===== src/rtl/hsat_pkg.sv =====
// ----------------------------------------------------------------------------
// hsat_pkg
// shared types, constants and the hall decode table of the angle tracker
// ----------------------------------------------------------------------------
`default_nettype none

package hsat_pkg;

   localparam int COUNT_WIDTH = 16;
   localparam int ANGLE_WIDTH = 32;

   localparam int SAMPLE_W   = 12;
   localparam int HALL_W     = 3;
   localparam int PWM_W      = 16;
   localparam int CURRENT_W  = 16;
   localparam int POS_W      = 3;
   localparam int CSR_W      = 16;
   localparam int CSR_IDX_W  = 2;
   localparam int POS_PROD_W = POS_W + CSR_W;
   localparam int SEC_PROD_W = COUNT_WIDTH + CSR_W + 1;

   localparam int REQ_DATA_W = 32;
   localparam int RSP_DATA_W = 72;

   localparam logic [CSR_IDX_W-1:0] CSR_CALIB_SAMPLES = 2'd0;
   localparam logic [CSR_IDX_W-1:0] CSR_SECTOR_SIZE   = 2'd1;
   localparam logic [CSR_IDX_W-1:0] CSR_STEP_SIZE     = 2'd2;

   localparam logic [CSR_W-1:0] CALIB_SAMPLES_RST = 16'd16;
   localparam logic [CSR_W-1:0] SECTOR_SIZE_RST   = 16'd360;
   localparam logic [CSR_W-1:0] STEP_SIZE_RST     = 16'd60;

   localparam logic [POS_W-1:0] POS_WRAP_HIGH = 3'd5;
   localparam logic [POS_W-1:0] POS_WRAP_LOW  = 3'd0;

   localparam logic [POS_W-1:0] HALL_POS_TABLE [0:7] =
      '{3'd0, 3'd0, 3'd2, 3'd1, 3'd4, 3'd5, 3'd3, 3'd6};

   typedef struct packed {
      logic [CURRENT_W-1:0]   current;
      logic [POS_W-1:0]       position;
      logic [COUNT_WIDTH-1:0] count;
      logic                   ready;
      logic                   moved;
      logic                   pwm_neg;
   } trk_type;

endpackage

`default_nettype wire


===== src/rtl/hsat_track.sv =====
// ----------------------------------------------------------------------------
// hsat_track
// calibration countdown, current averaging, hall decode and sector counter
// ----------------------------------------------------------------------------
`default_nettype none

module hsat_track
   import hsat_pkg::*;
(
   input  wire logic                clock,
   input  wire logic                reset,
   input  wire logic                fire,
   input  wire logic [SAMPLE_W-1:0] sample,
   input  wire logic [HALL_W-1:0]   hall,
   input  wire logic [PWM_W-1:0]    pwm,
   input  wire logic                calib_load,
   input  wire logic [CSR_W-1:0]    calib_value,
   output trk_type                  trk
);

   logic [CSR_W-1:0]       calib_left_ff, calib_left_in;
   logic [CURRENT_W-1:0]   current_ff, current_in;
   logic [POS_W-1:0]       position_ff, position_in;
   logic [COUNT_WIDTH-1:0] count_ff, count_in;
   trk_type                trk_ff, trk_in;

   logic                   pwm_neg;
   logic                   pwm_zero;
   logic                   calibrating;
   logic [CURRENT_W-1:0]   shifted;
   logic [CURRENT_W:0]     avg_sum;
   logic [POS_W-1:0]       decoded;
   logic                   moved;

   assign pwm_neg     = pwm[PWM_W-1];
   assign pwm_zero    = (pwm == '0);
   assign calibrating = (calib_left_ff != '0);
   assign shifted     = {sample, 4'b0000};
   assign avg_sum     = {1'b0, shifted} + {1'b0, current_ff};
   assign decoded     = HALL_POS_TABLE[hall];
   assign moved       = !calibrating && (decoded != position_ff);

   always_comb begin
      calib_left_in = calib_left_ff;
      current_in    = current_ff;
      position_in   = position_ff;
      count_in      = count_ff;
      if (fire) begin
         if (calibrating) begin
            calib_left_in = calib_left_ff - 1'b1;
            current_in    = avg_sum[CURRENT_W:1];
         end else begin
            current_in  = shifted;
            position_in = decoded;
            if (moved && !pwm_neg && position_ff == POS_WRAP_HIGH
                && decoded < POS_WRAP_HIGH) begin
               count_in = count_ff + 1'b1;
            end else if (moved && (pwm_neg || pwm_zero) && position_ff == POS_WRAP_LOW
                         && decoded > POS_WRAP_LOW) begin
               count_in = count_ff - 1'b1;
            end
         end
      end
      if (calib_load) begin
         calib_left_in = calib_value;
      end
   end

   always_comb begin
      trk_in          = trk_ff;
      trk_in.current  = current_in;
      trk_in.position = position_in;
      trk_in.count    = count_in;
      trk_in.ready    = !calibrating;
      trk_in.moved    = moved;
      trk_in.pwm_neg  = pwm_neg;
   end

   always_ff @(posedge clock) begin
      if (reset) begin
         calib_left_ff <= CALIB_SAMPLES_RST;
         current_ff    <= '0;
         position_ff   <= '0;
         count_ff      <= '0;
      end else begin
         calib_left_ff <= calib_left_in;
         current_ff    <= current_in;
         position_ff   <= position_in;
         count_ff      <= count_in;
      end
   end

   always_ff @(posedge clock) begin
      if (fire) begin
         trk_ff <= trk_in;
      end
   end

   assign trk = trk_ff;

`ifndef SYNTHESIS
   a_calib_count_down: assert property (@(posedge clock) disable iff (reset)
      (fire && calibrating && !calib_load) |=> calib_left_ff == $past(calib_left_ff) - 1'b1)
      else $error("calibration countdown did not step");

   a_position_idle: assert property (@(posedge clock) disable iff (reset)
      !fire |=> $stable(position_ff) && $stable(count_ff))
      else $error("tracker state changed without an accepted word");

   a_count_step: assert property (@(posedge clock) disable iff (reset)
      fire |=> (count_ff == $past(count_ff) || count_ff == $past(count_ff) + 1'b1
               || count_ff == $past(count_ff) - 1'b1))
      else $error("sector counter moved by more than one");

   a_calib_holds_position: assert property (@(posedge clock) disable iff (reset)
      (fire && calibrating) |=> $stable(position_ff) && !trk_ff.moved)
      else $error("position changed during calibration");
`endif

endmodule

`default_nettype wire


===== src/rtl/hsat_angle.sv =====
// ----------------------------------------------------------------------------
// hsat_angle
// product stage and angle sum stage with the held angle as output register
// ----------------------------------------------------------------------------
`default_nettype none

module hsat_angle
   import hsat_pkg::*;
(
   input  wire logic                   clock,
   input  wire logic                   reset,
   input  wire logic                   advance,
   input  wire logic                   trk_valid,
   input  wire trk_type                trk,
   input  wire logic [CSR_W-1:0]       sector_size,
   input  wire logic [CSR_W-1:0]       step_size,
   output logic                        out_valid,
   output trk_type                     out_trk,
   output logic [ANGLE_WIDTH-1:0]      out_angle
);

   logic                          prod_valid_ff;
   trk_type                       prod_trk_ff;
   logic signed [SEC_PROD_W-1:0]  sec_prod_ff, sec_prod_in;
   logic [POS_PROD_W-1:0]         pos_prod_ff, pos_prod_in;

   logic                          out_valid_ff;
   trk_type                       out_trk_ff;
   logic [ANGLE_WIDTH-1:0]        angle_store_ff, angle_store_in;
   logic [ANGLE_WIDTH-1:0]        pos_term;
   logic [ANGLE_WIDTH-1:0]        sec_term;

   assign sec_prod_in = $signed(trk.count) * $signed({1'b0, sector_size});
   assign pos_prod_in = trk.position * step_size;

   assign sec_term = ANGLE_WIDTH'(sec_prod_ff);
   assign pos_term = ANGLE_WIDTH'(pos_prod_ff);

   always_comb begin
      angle_store_in = angle_store_ff;
      if (prod_trk_ff.moved) begin
         if (prod_trk_ff.pwm_neg) begin
            angle_store_in = sec_term - pos_term;
         end else begin
            angle_store_in = sec_term + pos_term;
         end
      end
   end

   always_ff @(posedge clock) begin
      if (reset) begin
         prod_valid_ff  <= 1'b0;
         out_valid_ff   <= 1'b0;
         angle_store_ff <= '0;
      end else if (advance) begin
         prod_valid_ff <= trk_valid;
         out_valid_ff  <= prod_valid_ff;
         if (prod_valid_ff) begin
            angle_store_ff <= angle_store_in;
         end
      end
   end

   always_ff @(posedge clock) begin
      if (advance && trk_valid) begin
         prod_trk_ff <= trk;
         sec_prod_ff <= sec_prod_in;
         pos_prod_ff <= pos_prod_in;
      end
      if (advance && prod_valid_ff) begin
         out_trk_ff <= prod_trk_ff;
      end
   end

   assign out_valid = out_valid_ff;
   assign out_trk   = out_trk_ff;
   assign out_angle = angle_store_ff;

`ifndef SYNTHESIS
   a_angle_held: assert property (@(posedge clock) disable iff (reset)
      !(advance && prod_valid_ff && prod_trk_ff.moved) |=> $stable(angle_store_ff))
      else $error("angle changed without a position move");

   a_stall_holds: assert property (@(posedge clock) disable iff (reset)
      (out_valid_ff && !advance) |=> out_valid_ff && $stable(out_trk_ff))
      else $error("result word changed under stall");

   a_move_ready: assert property (@(posedge clock) disable iff (reset)
      out_valid_ff |-> (out_trk_ff.ready || !out_trk_ff.moved))
      else $error("move reported while calibrating");
`endif

endmodule

`default_nettype wire


===== src/rtl/hall_sector_angle_tracker_unit.sv =====
// ----------------------------------------------------------------------------
// hall_sector_angle_tracker_unit
// hall sensor rotor angle tracker with current calibration averaging
// ----------------------------------------------------------------------------
//  channel | dir | handshake          | payload
//  req     | in  | req_tvalid/tready  | req_tdata: current, hall, pwm
//  rsp     | out | rsp_tvalid/tready  | rsp_tdata: current, pos, count, angle, status, moved
//  csr     | in  | csr_wen            | csr_index, csr_wdata
//
//  one word per cycle sustained while the result is not stalled
//  stages: tracker state update, sector and step multipliers, angle sum
//  a stalled result holds the whole pipeline; req_tready follows rsp side
//  synchronous active-high reset loads calibration length and CSR defaults and clears state
// ----------------------------------------------------------------------------
`default_nettype none

module hall_sector_angle_tracker_unit
   import hsat_pkg::*;
(
   input  wire logic                  clock,
   input  wire logic                  reset,
   input  wire logic                  req_tvalid,
   output logic                       req_tready,
   // current_sample[11:0], hall_bits[14:12], pwm_drive[30:15]
   input  wire logic [REQ_DATA_W-1:0] req_tdata,
   output logic                       rsp_tvalid,
   input  wire logic                  rsp_tready,
   // current_value[15:0], hall_position[18:16], sector_count[34:19],
   // rotor_angle[66:35], status_code[67], position_moved[68]
   output logic [RSP_DATA_W-1:0]      rsp_tdata,
   input  wire logic                  csr_wen,
   input  wire logic [CSR_IDX_W-1:0]  csr_index,
   input  wire logic [CSR_W-1:0]      csr_wdata
);

   logic [CSR_W-1:0]       sector_size_ff;
   logic [CSR_W-1:0]       step_size_ff;

   logic                   advance;
   logic                   fire;
   logic                   trk_valid_ff;
   logic                   calib_load;
   trk_type                trk;
   logic                   out_valid;
   trk_type                out_trk;
   logic [ANGLE_WIDTH-1:0] out_angle;

   assign advance    = !out_valid || rsp_tready;
   assign req_tready = advance;
   assign fire       = req_tvalid && advance;
   assign calib_load = csr_wen && (csr_index == CSR_CALIB_SAMPLES);

   always_ff @(posedge clock) begin
      if (reset) begin
         sector_size_ff   <= SECTOR_SIZE_RST;
         step_size_ff     <= STEP_SIZE_RST;
      end else if (csr_wen) begin
         unique case (csr_index)
            CSR_SECTOR_SIZE:   sector_size_ff   <= csr_wdata;
            CSR_STEP_SIZE:     step_size_ff     <= csr_wdata;
            default: ;
         endcase
      end
   end

   always_ff @(posedge clock) begin
      if (reset) begin
         trk_valid_ff <= 1'b0;
      end else if (advance) begin
         trk_valid_ff <= req_tvalid;
      end
   end

   hsat_track u_track (
      .clock       (clock),
      .reset       (reset),
      .fire        (fire),
      .sample      (req_tdata[11:0]),
      .hall        (req_tdata[14:12]),
      .pwm         (req_tdata[30:15]),
      .calib_load  (calib_load),
      .calib_value (csr_wdata),
      .trk         (trk)
   );

   hsat_angle u_angle (
      .clock       (clock),
      .reset       (reset),
      .advance     (advance),
      .trk_valid   (trk_valid_ff),
      .trk         (trk),
      .sector_size (sector_size_ff),
      .step_size   (step_size_ff),
      .out_valid   (out_valid),
      .out_trk     (out_trk),
      .out_angle   (out_angle)
   );

   assign rsp_tvalid = out_valid;
   assign rsp_tdata  = {3'b000,
                        out_trk.moved,
                        out_trk.ready,
                        32'(out_angle),
                        16'(out_trk.count),
                        out_trk.position,
                        out_trk.current};

`ifndef SYNTHESIS
   a_no_accept_on_stall: assert property (@(posedge clock) disable iff (reset)
      (rsp_tvalid && !rsp_tready) |-> !fire)
      else $error("word accepted while result stalled");

   a_pipe_advance: assert property (@(posedge clock) disable iff (reset)
      (fire && advance) |=> trk_valid_ff)
      else $error("accepted word lost in pipeline");

   a_result_follows: assert property (@(posedge clock) disable iff (reset)
      (rsp_tvalid && !rsp_tready) |=> rsp_tvalid && $stable(rsp_tdata))
      else $error("result word dropped under stall");
`endif

endmodule

`default_nettype wire

===== config.mk =====
export PLATFORM = sky130hd
export DESIGN_NAME = hall_sector_angle_tracker_unit
export DESIGN_NICKNAME = d
export VERILOG_FILES = /design/src/rtl/hsat_pkg.sv /design/src/rtl/hsat_track.sv /design/src/rtl/hsat_angle.sv /design/src/rtl/hall_sector_angle_tracker_unit.sv
export SDC_FILE = /design/constraint.sdc
export NUM_CORES = 1
export LEC_CHECK = 0
export ABC_AREA = 1
export BUFFER_PORTS_ARGS = -buffer_cell sky130_fd_sc_hd__buf_4
export CORE_AREA = 2 2 293 295
export CTS_CLUSTER_DIAMETER = 100
export DETAILED_ROUTE_END_ITERATION = 8
export DIE_AREA = 0 0 295 297
export GPL_ROUTABILITY_DRIVEN = 0
export PLACE_DENSITY_LB_ADDON = 0.15
export RECOVER_POWER = 100
export SLEW_MARGIN = 15
export SYNTH_ARGS = -nofsm -noshare
export SYNTH_HDL_FRONTEND = slang
export SYNTH_HIERARCHICAL = 1
export SYNTH_SLANG_ARGS = --single-unit

===== constraint.sdc =====
create_clock -name clock -period 16.4 [get_ports clock]
set_input_delay 0.82 -clock clock [delete_from_list [all_inputs] [get_ports clock]]
set_output_delay 0.82 -clock clock [all_outputs]
set_load 0.03 [all_outputs]

# Word level (Yosys, flattened, before mapping)
# Memory sizes are Yosys's and may differ from the RTL's.
# Index checks and enable logic that the tools add are counted.
dict set report totals {
  input_bits 55
  mem_count 1
  mem_bits_ro 24
  regBits 282
  output_inout_bits 74
  elab_cells 86
}
# name words width rd rd_clocked_by_memory_dff wr line
set mem_list {}
lappend mem_list {{(name not given)} 8 3 1 0 0 hsat_track.sv:40} ;# assign decoded = HALL_POS_TABLE[hall];
dict set report op_classes {
  n_mul 2
  add_sub_neg 6
  n_eq_ne 4
  n_lt_le_gt_ge 3
  muxes 14
  bitwise 1
  reduce_logical 26
}
# cell count
set op_table {}
lappend op_table {{$mux 16} 9}
lappend op_table {{$add 32x19->32} 1}
lappend op_table {{$mul 16x17->32} 1}
lappend op_table {{$mux 32} 1}
lappend op_table {{$sub 16x1->16 const B} 2}
lappend op_table {{$sub 32x19->32} 1}
lappend op_table {{$mul 3x16->19} 1}
lappend op_table {{$add 16x16->17} 1}
lappend op_table {{$add 16x1->16 const B} 1}
lappend op_table {{$logic_not 16->1} 1}
lappend op_table {{$reduce_bool 16->1} 1}
lappend op_table {{$mux 3} 4}
lappend op_table {{$logic_and 1x1->1} 11}
lappend op_table {{$reduce_and 2->1} 3}
lappend op_table {{$ge 4x4->1 const B} 1}
lappend op_table {{$not 3->4} 1}
lappend op_table {{$reduce_bool 2->1} 2}
lappend op_table {{$eq 3x3->1 const B} 1}
lappend op_table {{$gt 3x1->1 const B} 1}
lappend op_table {{$logic_not 1->1} 3}
lappend op_table {{$logic_not 3->1} 1}
lappend op_table {{$lt 3x3->1 const B} 1}
lappend op_table {{$ne 3x3->1} 1}
lappend op_table {{$reduce_and 3->1} 1}
lappend op_table {{other kinds (4)} 5}

# Logic depth before layout (Yosys ltp)
# Gate-level depths: netlist of the first run.
dict set report depth {
  word_depth 13
  ltp_mapped 26
  ltp_nobuf 24
}

# By module
# Netlist of the first run, hierarchy kept.
# module cells_each area_each_um2 n_inst
set by_module_without_submodules {}
lappend by_module_without_submodules {hsat_angle 2336 18622.9 1}
lappend by_module_without_submodules {hsat_track 640 5061.1 1}
lappend by_module_without_submodules {hall_sector_angle_tracker_unit 203 1402.6 1}

# Least setup slack after synthesis of the first run
# Ideal clock, no wire load.
dict set report synth_timing {
  path_type {register to register}
  start {register u_track.trk_ff, in the netlist u_track/trk[10]}
  end {register u_angle.sec_prod_ff[31], data pin}
  path_buffers 2
  slack_ps 10788
  stages_incl_launch_ff 24
  setup_ps 252
  arrival_time_ps 5359
  cell_sequence {edfxtp_1 -> clkbuf_1 -> clkbuf_1 -> nand2_1 -> fa_1 -> inv_1 -> fa_1 -> inv_1 -> fa_1 -> inv_1 -> fa_1 -> fa_1 -> inv_1 -> fa_1 -> inv_1 -> ha_1 -> nand2_1 -> inv_1 -> a21boi_0 -> nand2_1 -> nand3_1 -> nand2_1 -> nand2_1 -> nand2_1}
}
dict set report synth_between {
  elab_chain_len 1
}
# item line
set synth_rtl {}
lappend synth_rtl {{start: declaration} hsat_track.sv:25} ;# trk_type trk_ff, trk_in;
lappend synth_rtl {{start signal: assignment} hsat_track.sv:95} ;# trk_ff <= trk_in;
lappend synth_rtl {{$mul 16x17->32} hsat_angle.sv:33} ;# assign sec_prod_in = $signed(trk.count) * $signed({1'b0, sector_size});
lappend synth_rtl {{net u_angle.sec_prod_in[31]} hsat_angle.sv:24} ;# logic signed [SEC_PROD_W-1:0] sec_prod_ff, sec_prod_in;
lappend synth_rtl {{end signal: assignment} hsat_angle.sv:67} ;# sec_prod_ff <= sec_prod_in;
lappend synth_rtl {{end: declaration} hsat_angle.sv:24}
# The timed path passes the listed nets, and every way through them passes these cells.
# A chain may end at the register's enable or synchronous reset.

# Final worst setup path of the first run
dict set report layout_timing {
  start {input port rsp_tready}
  end {register u_track.trk_ff, in the netlist u_track/trk[14], data pin}
}
dict set report layout_between {
  elab_chain_len 3
}
# item line
set layout_rtl {}
lappend layout_rtl {{start: declaration} hall_sector_angle_tracker_unit.sv:27} ;# input wire logic rsp_tready,
lappend layout_rtl {{$logic_or 1x1->1} hall_sector_angle_tracker_unit.sv:48} ;# assign advance = !out_valid || rsp_tready;
lappend layout_rtl {{$logic_and 1x1->1} hall_sector_angle_tracker_unit.sv:50} ;# assign fire = req_tvalid && advance;
lappend layout_rtl {{net fire} hall_sector_angle_tracker_unit.sv:40} ;# logic fire;
lappend layout_rtl {{$mux 16} hsat_track.sv:48} ;# if (fire) begin
lappend layout_rtl {{net u_track.count_in[11]} hsat_track.sv:24} ;# logic [COUNT_WIDTH-1:0] count_ff, count_in;
# The timed path passes the listed nets, and every way through them passes these cells.

==> metrics.md, run 1 <==
| Metric | Value |
|---|---|
| CP peak stage delay | 1.91 ns |
| Worst slack at placement | 10.18 ns |
| CTS tree | yes |
| Synthesized instance count | 3,178 |
| Worst-Skew Late Latency | 0.56 ns |
| Worst Path Class, Setup | primary input to flop |
| Sink Count | 282 |
| Worst slew margin | -102% |
| Final Cycle Share | 42.5% |
| Failing checks | capacitance limit, slew limit |
| Peak VDD IR | 0.0651 mV |
| First DRT Iteration DRCs | 736 |
| Nets | 3,712 |
| Vias in the first global route | 19,600 |
| H-tree Lvls | 2 |
| Final ANT Viol Nets | 0 |
| DIE AREA | between 80,000 and 90,000 µm² |
| Design Area, Final | 27,800 µm² |
| Congestion Overflow GR | 0 |
| Worst-path clk slew | around 0.060 ns |
| Slowest-stage cell, CP | clkbuf_1 |
| Rows | 107 |
| First-pass GRT wire length | 106 mm |
| CTS Buffer Depth | 3 |
| Antenna violations before repair | 0 |
| Largest net degree at the start of global routing | 56 |
| Delay-heaviest family, CP | simple AND/OR/NAND/NOR gates |
| WL final | 65.3 mm |
| Resized Gates After CTS | 0 |
| HP Class | flop to flop |
| Hold Worst Slack | slightly below 0.4 ns |
| Crit. End Element | flop |
| Tot GR Track Use | around 15% |
| CP Data Arrival Time | 7.26 ns |
| Slew Limit Fails | 249 |
| Power per standard cell area | 103 nW/µm² |
| Antenna cell count | 0 |
| Fmax | 144 MHz |
| Hpwl dp | 50.5 mm |
| Core area | 84,500 µm² |
| IO buf count | 124 |
| Reg2Reg Capture Point | u_track/trk[14] |
| Worst setup SP type | primary input |
| Synthesized area | 25,100 µm² |
| Inserted Clock Buffers | 35 |
| Min Tclk post-route | 6.96 ns |
| Initial Utilization | 29.7% |
| Vert. Die Dim | between 200 and 300 µm |
| DR WL/cell | 14.7 µm |
| Worst setup endpoint | u_track/trk[14] |
| Post-place instance area | 27,100 µm² |
| R2R depth | 10 |
| Final core occ | 32.9% |
| Worst R2R Setup Slack | 9.45 ns |
| Max Clock Skew | 0.0305 ns |
| Post CTS Setup Buffer Count | 0 |
| DR vias/cell | 4.33 |
| Setup tns final | 0 ns |
| Share of cells above drive strength 1 | 6.91% |
| Area grow syn2layout | 11.1% |
| Die outline width | 295 µm |
| Lkg Pwr | between 10 and 15 nW |
| WP buf/inv | 6 |
| Highest net fanout along the worst path | 45 |
| Non-filler cells in the finished layout | roughly 4,400 |
| Pre-antenna DRT Iters | 6 |
| Required time of the critical path | 16.69 ns |
| Status | finished with violations |
| Tot Pwr | approximately 2.9 mW |
| Worst-margin pin slew | 3.02 ns |
| Worst Setup SP | rsp_tready |
| Crit-path cells | buf_4 -> inv_1 -> nand2_1 -> nand2_1 -> clkinv_1 -> clkbuf_1 -> inv_1 -> nor2_1 -> nand2_1 -> nor2_1 -> xor2_2 -> inv_1 |
| CTS Hold Bufs | 0 |
| Post-Syn Area per Cell | around 7.9 µm² |
| Via count | approximately 19,000 |
| Clk root buf | clkbuf_16 |
| Fillers | 9,102 |
| Final hold vios | 0 |
| Top-Level Pins | between 100 and 150 |
| Inst Count DP | 4,367 |
| Max_cap viols | 6 |
| Worst setup margin | 9.44 ns |
| Ys Warns | 6 |
| RSZ-0062 raised after global routing | false |
| Worst reg2reg path startpoint | u_angle/out_valid |
| Final setup fails | 0 |
| Number of remaining DRC errors | 0 |
| WP depth | 12 |
## cell type report
type / count / area [µm²] / area share, %
clock buffers: 42 / 912 / 3.28
flip-flops and latches: 282 / 7290 / 26.2
well taps: 1144 / 1430 / 5.14
multi-input cells: 2085 / 14600 / 52.3
clock inverters: 22 / 194 / 0.697
inverters: 715 / 2690 / 9.67
repair buffers: 141 / 758 / 2.72
## layer usage
| metal | share of wire [%] | vias up | global-route usage, % |
|---|---|---|---|
| met1 | 49 | 9002 | 21.1 |
| met3 | 3.0 | 59 | 1.81 |
| met4 | 1.5 | 0 | 2.82 |
| met5 | 0 | - | 0 |
| met2 | 46 | 240 | 25.5 |
| li1 | - | 9864 | - |
## how the worst min path moves through the flow
stage / start / to / slack [ns] / depth (start not counted)
3_3_place_gp: u_track/trk[24] / u_angle/prod_trk_ff[24] / 0.40 / 0
2_1_floorplan: u_angle/prod_trk_ff[10] / u_angle/out_trk[10] / 0.40 / 0
5_1_grt: u_angle/prod_trk_ff[4] / u_angle/out_trk[4] / 0.42 / 0
3_5_place_dp: u_angle/prod_trk_ff[2] / u_angle/out_trk[2] / 0.40 / 0
6_report: u_angle/prod_trk_ff[4] / u_angle/out_trk[4] / 0.40 / 0
4_1_cts: u_angle/prod_trk_ff[4] / u_angle/out_trk[4] / 0.40 / 0
## registers in the layout, indices dropped and copies added, names as in the netlist
register and cells:
u_angle/prod_trk_ff 38, u_track/trk 38, u_angle/out_trk 37, u_angle/out_angle 32, u_angle/sec_prod_ff 32, u_angle/pos_prod_ff 19, sector_size_ff 16, step_size_ff 16
u_track/calib_left_ff 16, u_track/count_ff 16, u_track/current_ff 16, u_track/position_ff 3, trk_valid_ff 1, u_angle/out_valid 1, u_angle/prod_valid_ff 1
## where the power goes
part	switching (mW)	internal (mW)	leakage, nW	total (mW)
Clock	0.324	0.421	0.534	0.744
Sequential	0.0458	0.845	2.54	0.891
Combinational	0.803	0.440	11.4	1.24
Total	1.17	1.71	14.4	2.88
## cell usage in the layout (no fill, tap or decap), types with 4 or more instances in the layout
cell type     n
o21a_1       13
xnor2_1      30
inv_1       698
nand3_1     103
and2_1        4
nor2_1      203
edfxtp_1    164
nor2_4        5
buf_4        61
nor3_1       14
a21o_1        9
o21ai_0      77
a22oi_1      11
o22ai_1       4
nand2_1     857
o211ai_1      4
nand2_2      21
dfxtp_1     118
o21bai_1     19
clkinv_1      5
or2_2         9
a21oi_1     121
clkbuf_16    35
a31oi_1      10
xor2_1       53
nand3_2      12
nand4_1      24
clkbuf_1     86
a21oi_2       7
fa_1        211
clkinvlp_4    4
inv_2        12
o21ai_1      15
clkinv_2      9
nor2_2       24
nor3_2        6
ha_1        186
a211oi_1      6
(Power assumes the default switching activity.)
==> run 2, diff against run 1 <==
- clock period: 16.4 -> 6.5 ns (I/O delays scaled with it)
==> run 2 against run 1 <==
Effect of this change: the flow still finishes with violations (capacitance limit, slew limit); sequential share of layout area decreased by 0.18 points; clock-buffer cell count decreased by 3; hold slack got worse by 0.37 ns; sequential cell count unchanged; global-route usage grew 0.12 points; combinational power grew to 2.5 times the previous value; clock skew fell by 0.0015 ns; sequential power grew to 2.5 times the previous value; largest cell class unchanged; largest power group unchanged; highest routed layer unchanged.
==> metrics.md, run 2 (synthesis gave the netlist of run 1 again) <==
| Metric | Value |
|---|---|
| Design Area, Final | 28,000 µm² |
| Lkg Pwr | 14.6 nW |
| Antenna violations before repair | 1 |
| Initial Utilization | between 20% and 30% |
| Die outline width | 295 µm |
| Peak VDD IR | 0.196 mV |
| Top-Level Pins | ~130 |
| Congestion Overflow GR | 0 |
| Share of cells above drive strength 1 | 7.51% |
| Final ANT Viol Nets | 0 |
| CP Data Arrival Time | 6.28 ns |
| Slew Limit Fails | around 230 |
| Area grow syn2layout | 11.8% |
| Setup tns final | 0 ns |
| Vias in the first global route | 19,700 |
| Most common cell after layout, fill and taps aside | nand2_1 |
| H-tree Lvls | 2 |
| Max Clock Skew | 0.0290 ns |
| Tot GR Track Use | about 15% |
| CP peak stage delay | 0.55 ns |
| Sink Count | 282 |
| Worst-margin pin slew | 3.19 ns |
| Largest net degree at the start of global routing | 56 |
| Fillers | 9,152 |
| Pre-antenna DRT Iters | 5 |
| Core area | ~84,000 µm² |
| Vert. Die Dim | 297 µm |
| CTS Buffer Depth | 3 |
| First-pass GRT wire length | between 100 and 150 mm |
| RSZ-0062 raised after global routing | false |
| Worst Path Class, Setup | flop to flop |
| WL final | between 60 and 70 mm |
| DR WL/cell | 14.7 µm |
| Hold Crit Depth | 4 |
| Inst Count DP | 4,383 |
| Most frequent cells in the layout | 855 x nand2_1, 697 x inv_1, 211 x fa_1 |
| HP Class | primary input to flop |
| IO buf count | between 100 and 150 |
| Crit-path cells | clkbuf_1 -> nand2_1 -> fa_1 -> fa_1 -> fa_1 -> fa_1 -> inv_1 -> fa_1 -> inv_1 -> fa_1 -> inv_1 -> ha_1 -> a21o_1 -> a21boi_0 -> o21ai_0 -> nand2_1 -> nand3_1 -> xor2_1 |
| Tot Pwr | roughly 7.3 mW |
| Final core occ | 33.2% |
| Number of remaining DRC errors | 0 |
| Required time of the critical path | 6.80 ns |
| Post-place instance area | between 20,000 and 30,000 µm² |
| Max_cap viols | 5 |
| Highest net fanout along the worst path | 11 |
| CTS tree | yes |
| Fmax | 167 MHz |
| DIE AREA | 87,600 µm² |
| Worst-path clk slew | 0.06 ns |
| Post CTS Setup Buffer Count | 0 |
| Rows | about 110 |
| Via count | 19,200 |
| R2R depth | 18 |
| Min Tclk post-route | 5.99 ns |
| Power per standard cell area | ~260 nW/µm² |
| Hpwl dp | 51.8 mm |
| Crit. End Element | flop |
| Slowest-stage cell, CP | edfxtp_1 |
| Worst setup SP type | flop |
| Final hold vios | 0 |
| Non-filler cells in the finished layout | 4,449 |
| Inserted Clock Buffers | 35 |
| Clk root buf | clkbuf_16 |
| Nets | 3,730 |
| Worst R2R Setup Slack | 0.51 ns |
| Final setup fails | 0 |
| Worst-Skew Late Latency | 0.57 ns |
| Most used cell along the critical path | fa_1 |
| First DRT Iteration DRCs | 819 |
| Worst slew margin | -113% |
| DR vias/cell | approximately 4.3 |
| Final Cycle Share | 92.1% |
| Failing checks | capacitance limit, slew limit |
| Status | finished with violations |
-- run 2: cell count changes in the layout (fill, tap and decap cells not counted), moves of 2 or more --
cell	change
buf_4	+18
clkinv_4	-2
inv_6	+2
clkbuf_1	-5
inv_16	+2
nand2_1	-2
clkinv_1	+2
dlygate4sd3_1	+2
nor2_1	-3
-- run 2: metal layers --
layer  share of wire (%)  global-route usage, %  routed length (µm)
met1                  49                   21.1               31900
met2                  46                   25.8               30300
met3                 3.3                   1.88                2180
met4                 1.6                   3.05                1040
met5                   0                      0                   0
-- run 2: layout make-up --
type | instances | area (µm²) | share of cell area (%)
clock inverters | 24 | 224 | 0.799
diodes | 1 | 2.50 | 0.00893
repair buffers | 159 | 906 | 3.23
inverters | 715 | 2690 | 9.60
well taps | 1144 | 1430 | 5.11
clock buffers | 39 | 901 | 3.22
flip-flops and latches | 282 | 7290 | 26.0
multi-input cells | 2085 | 14600 | 52.0
-- run 2: critical path: cells and delay by family, from the launching register on --
| kind | cells | cell delay (ns) |
|---|---|---|
| buf+inv | 4 | 0.68 |
| flops | 1 | 0.55 |
| xor+xnor | 1 | 0.17 |
| simple gates | 3 | 0.34 |
| compound gates | 3 | 0.63 |
| fa+ha+maj | 7 | 3.35 |
-- run 2: timing repair --
| action | in CTS | in global routing |
|---|---|---|
| endpoints found under the hold margin | 2 | 0 |
| resized for setup | 0 | 0 |
| hold buffers | 2 | 0 |
| setup endpoints to repair | 0 | 0 |
-- run 2: per-stage QoR --
step	hold WS [ns]	worst slack, ns
after detailed placement	0.405	0.542
after global placement	0.401	0.621
after CTS	0.00562	0.521
after global routing	0.0345	0.105
final	0.0313	0.514
after floorplan	0.394	0.888
-- run 2: final timing paths --
check | from | end
worst max-delay path | u_track/trk[4] | u_angle/sec_prod_ff[27]
worst min-delay path | rsp_tready | trk_valid_ff
worst max register to register | u_track/trk[4] | u_angle/sec_prod_ff[27]
worst min register to register | u_angle/prod_trk_ff[37] | u_angle/out_trk[37]
-- run 2: where the power goes --
group	switching, mW	internal, mW
Combinational	2.02	1.10
Clock	0.828	1.10
Sequential	0.112	2.13
Total	2.96	4.34
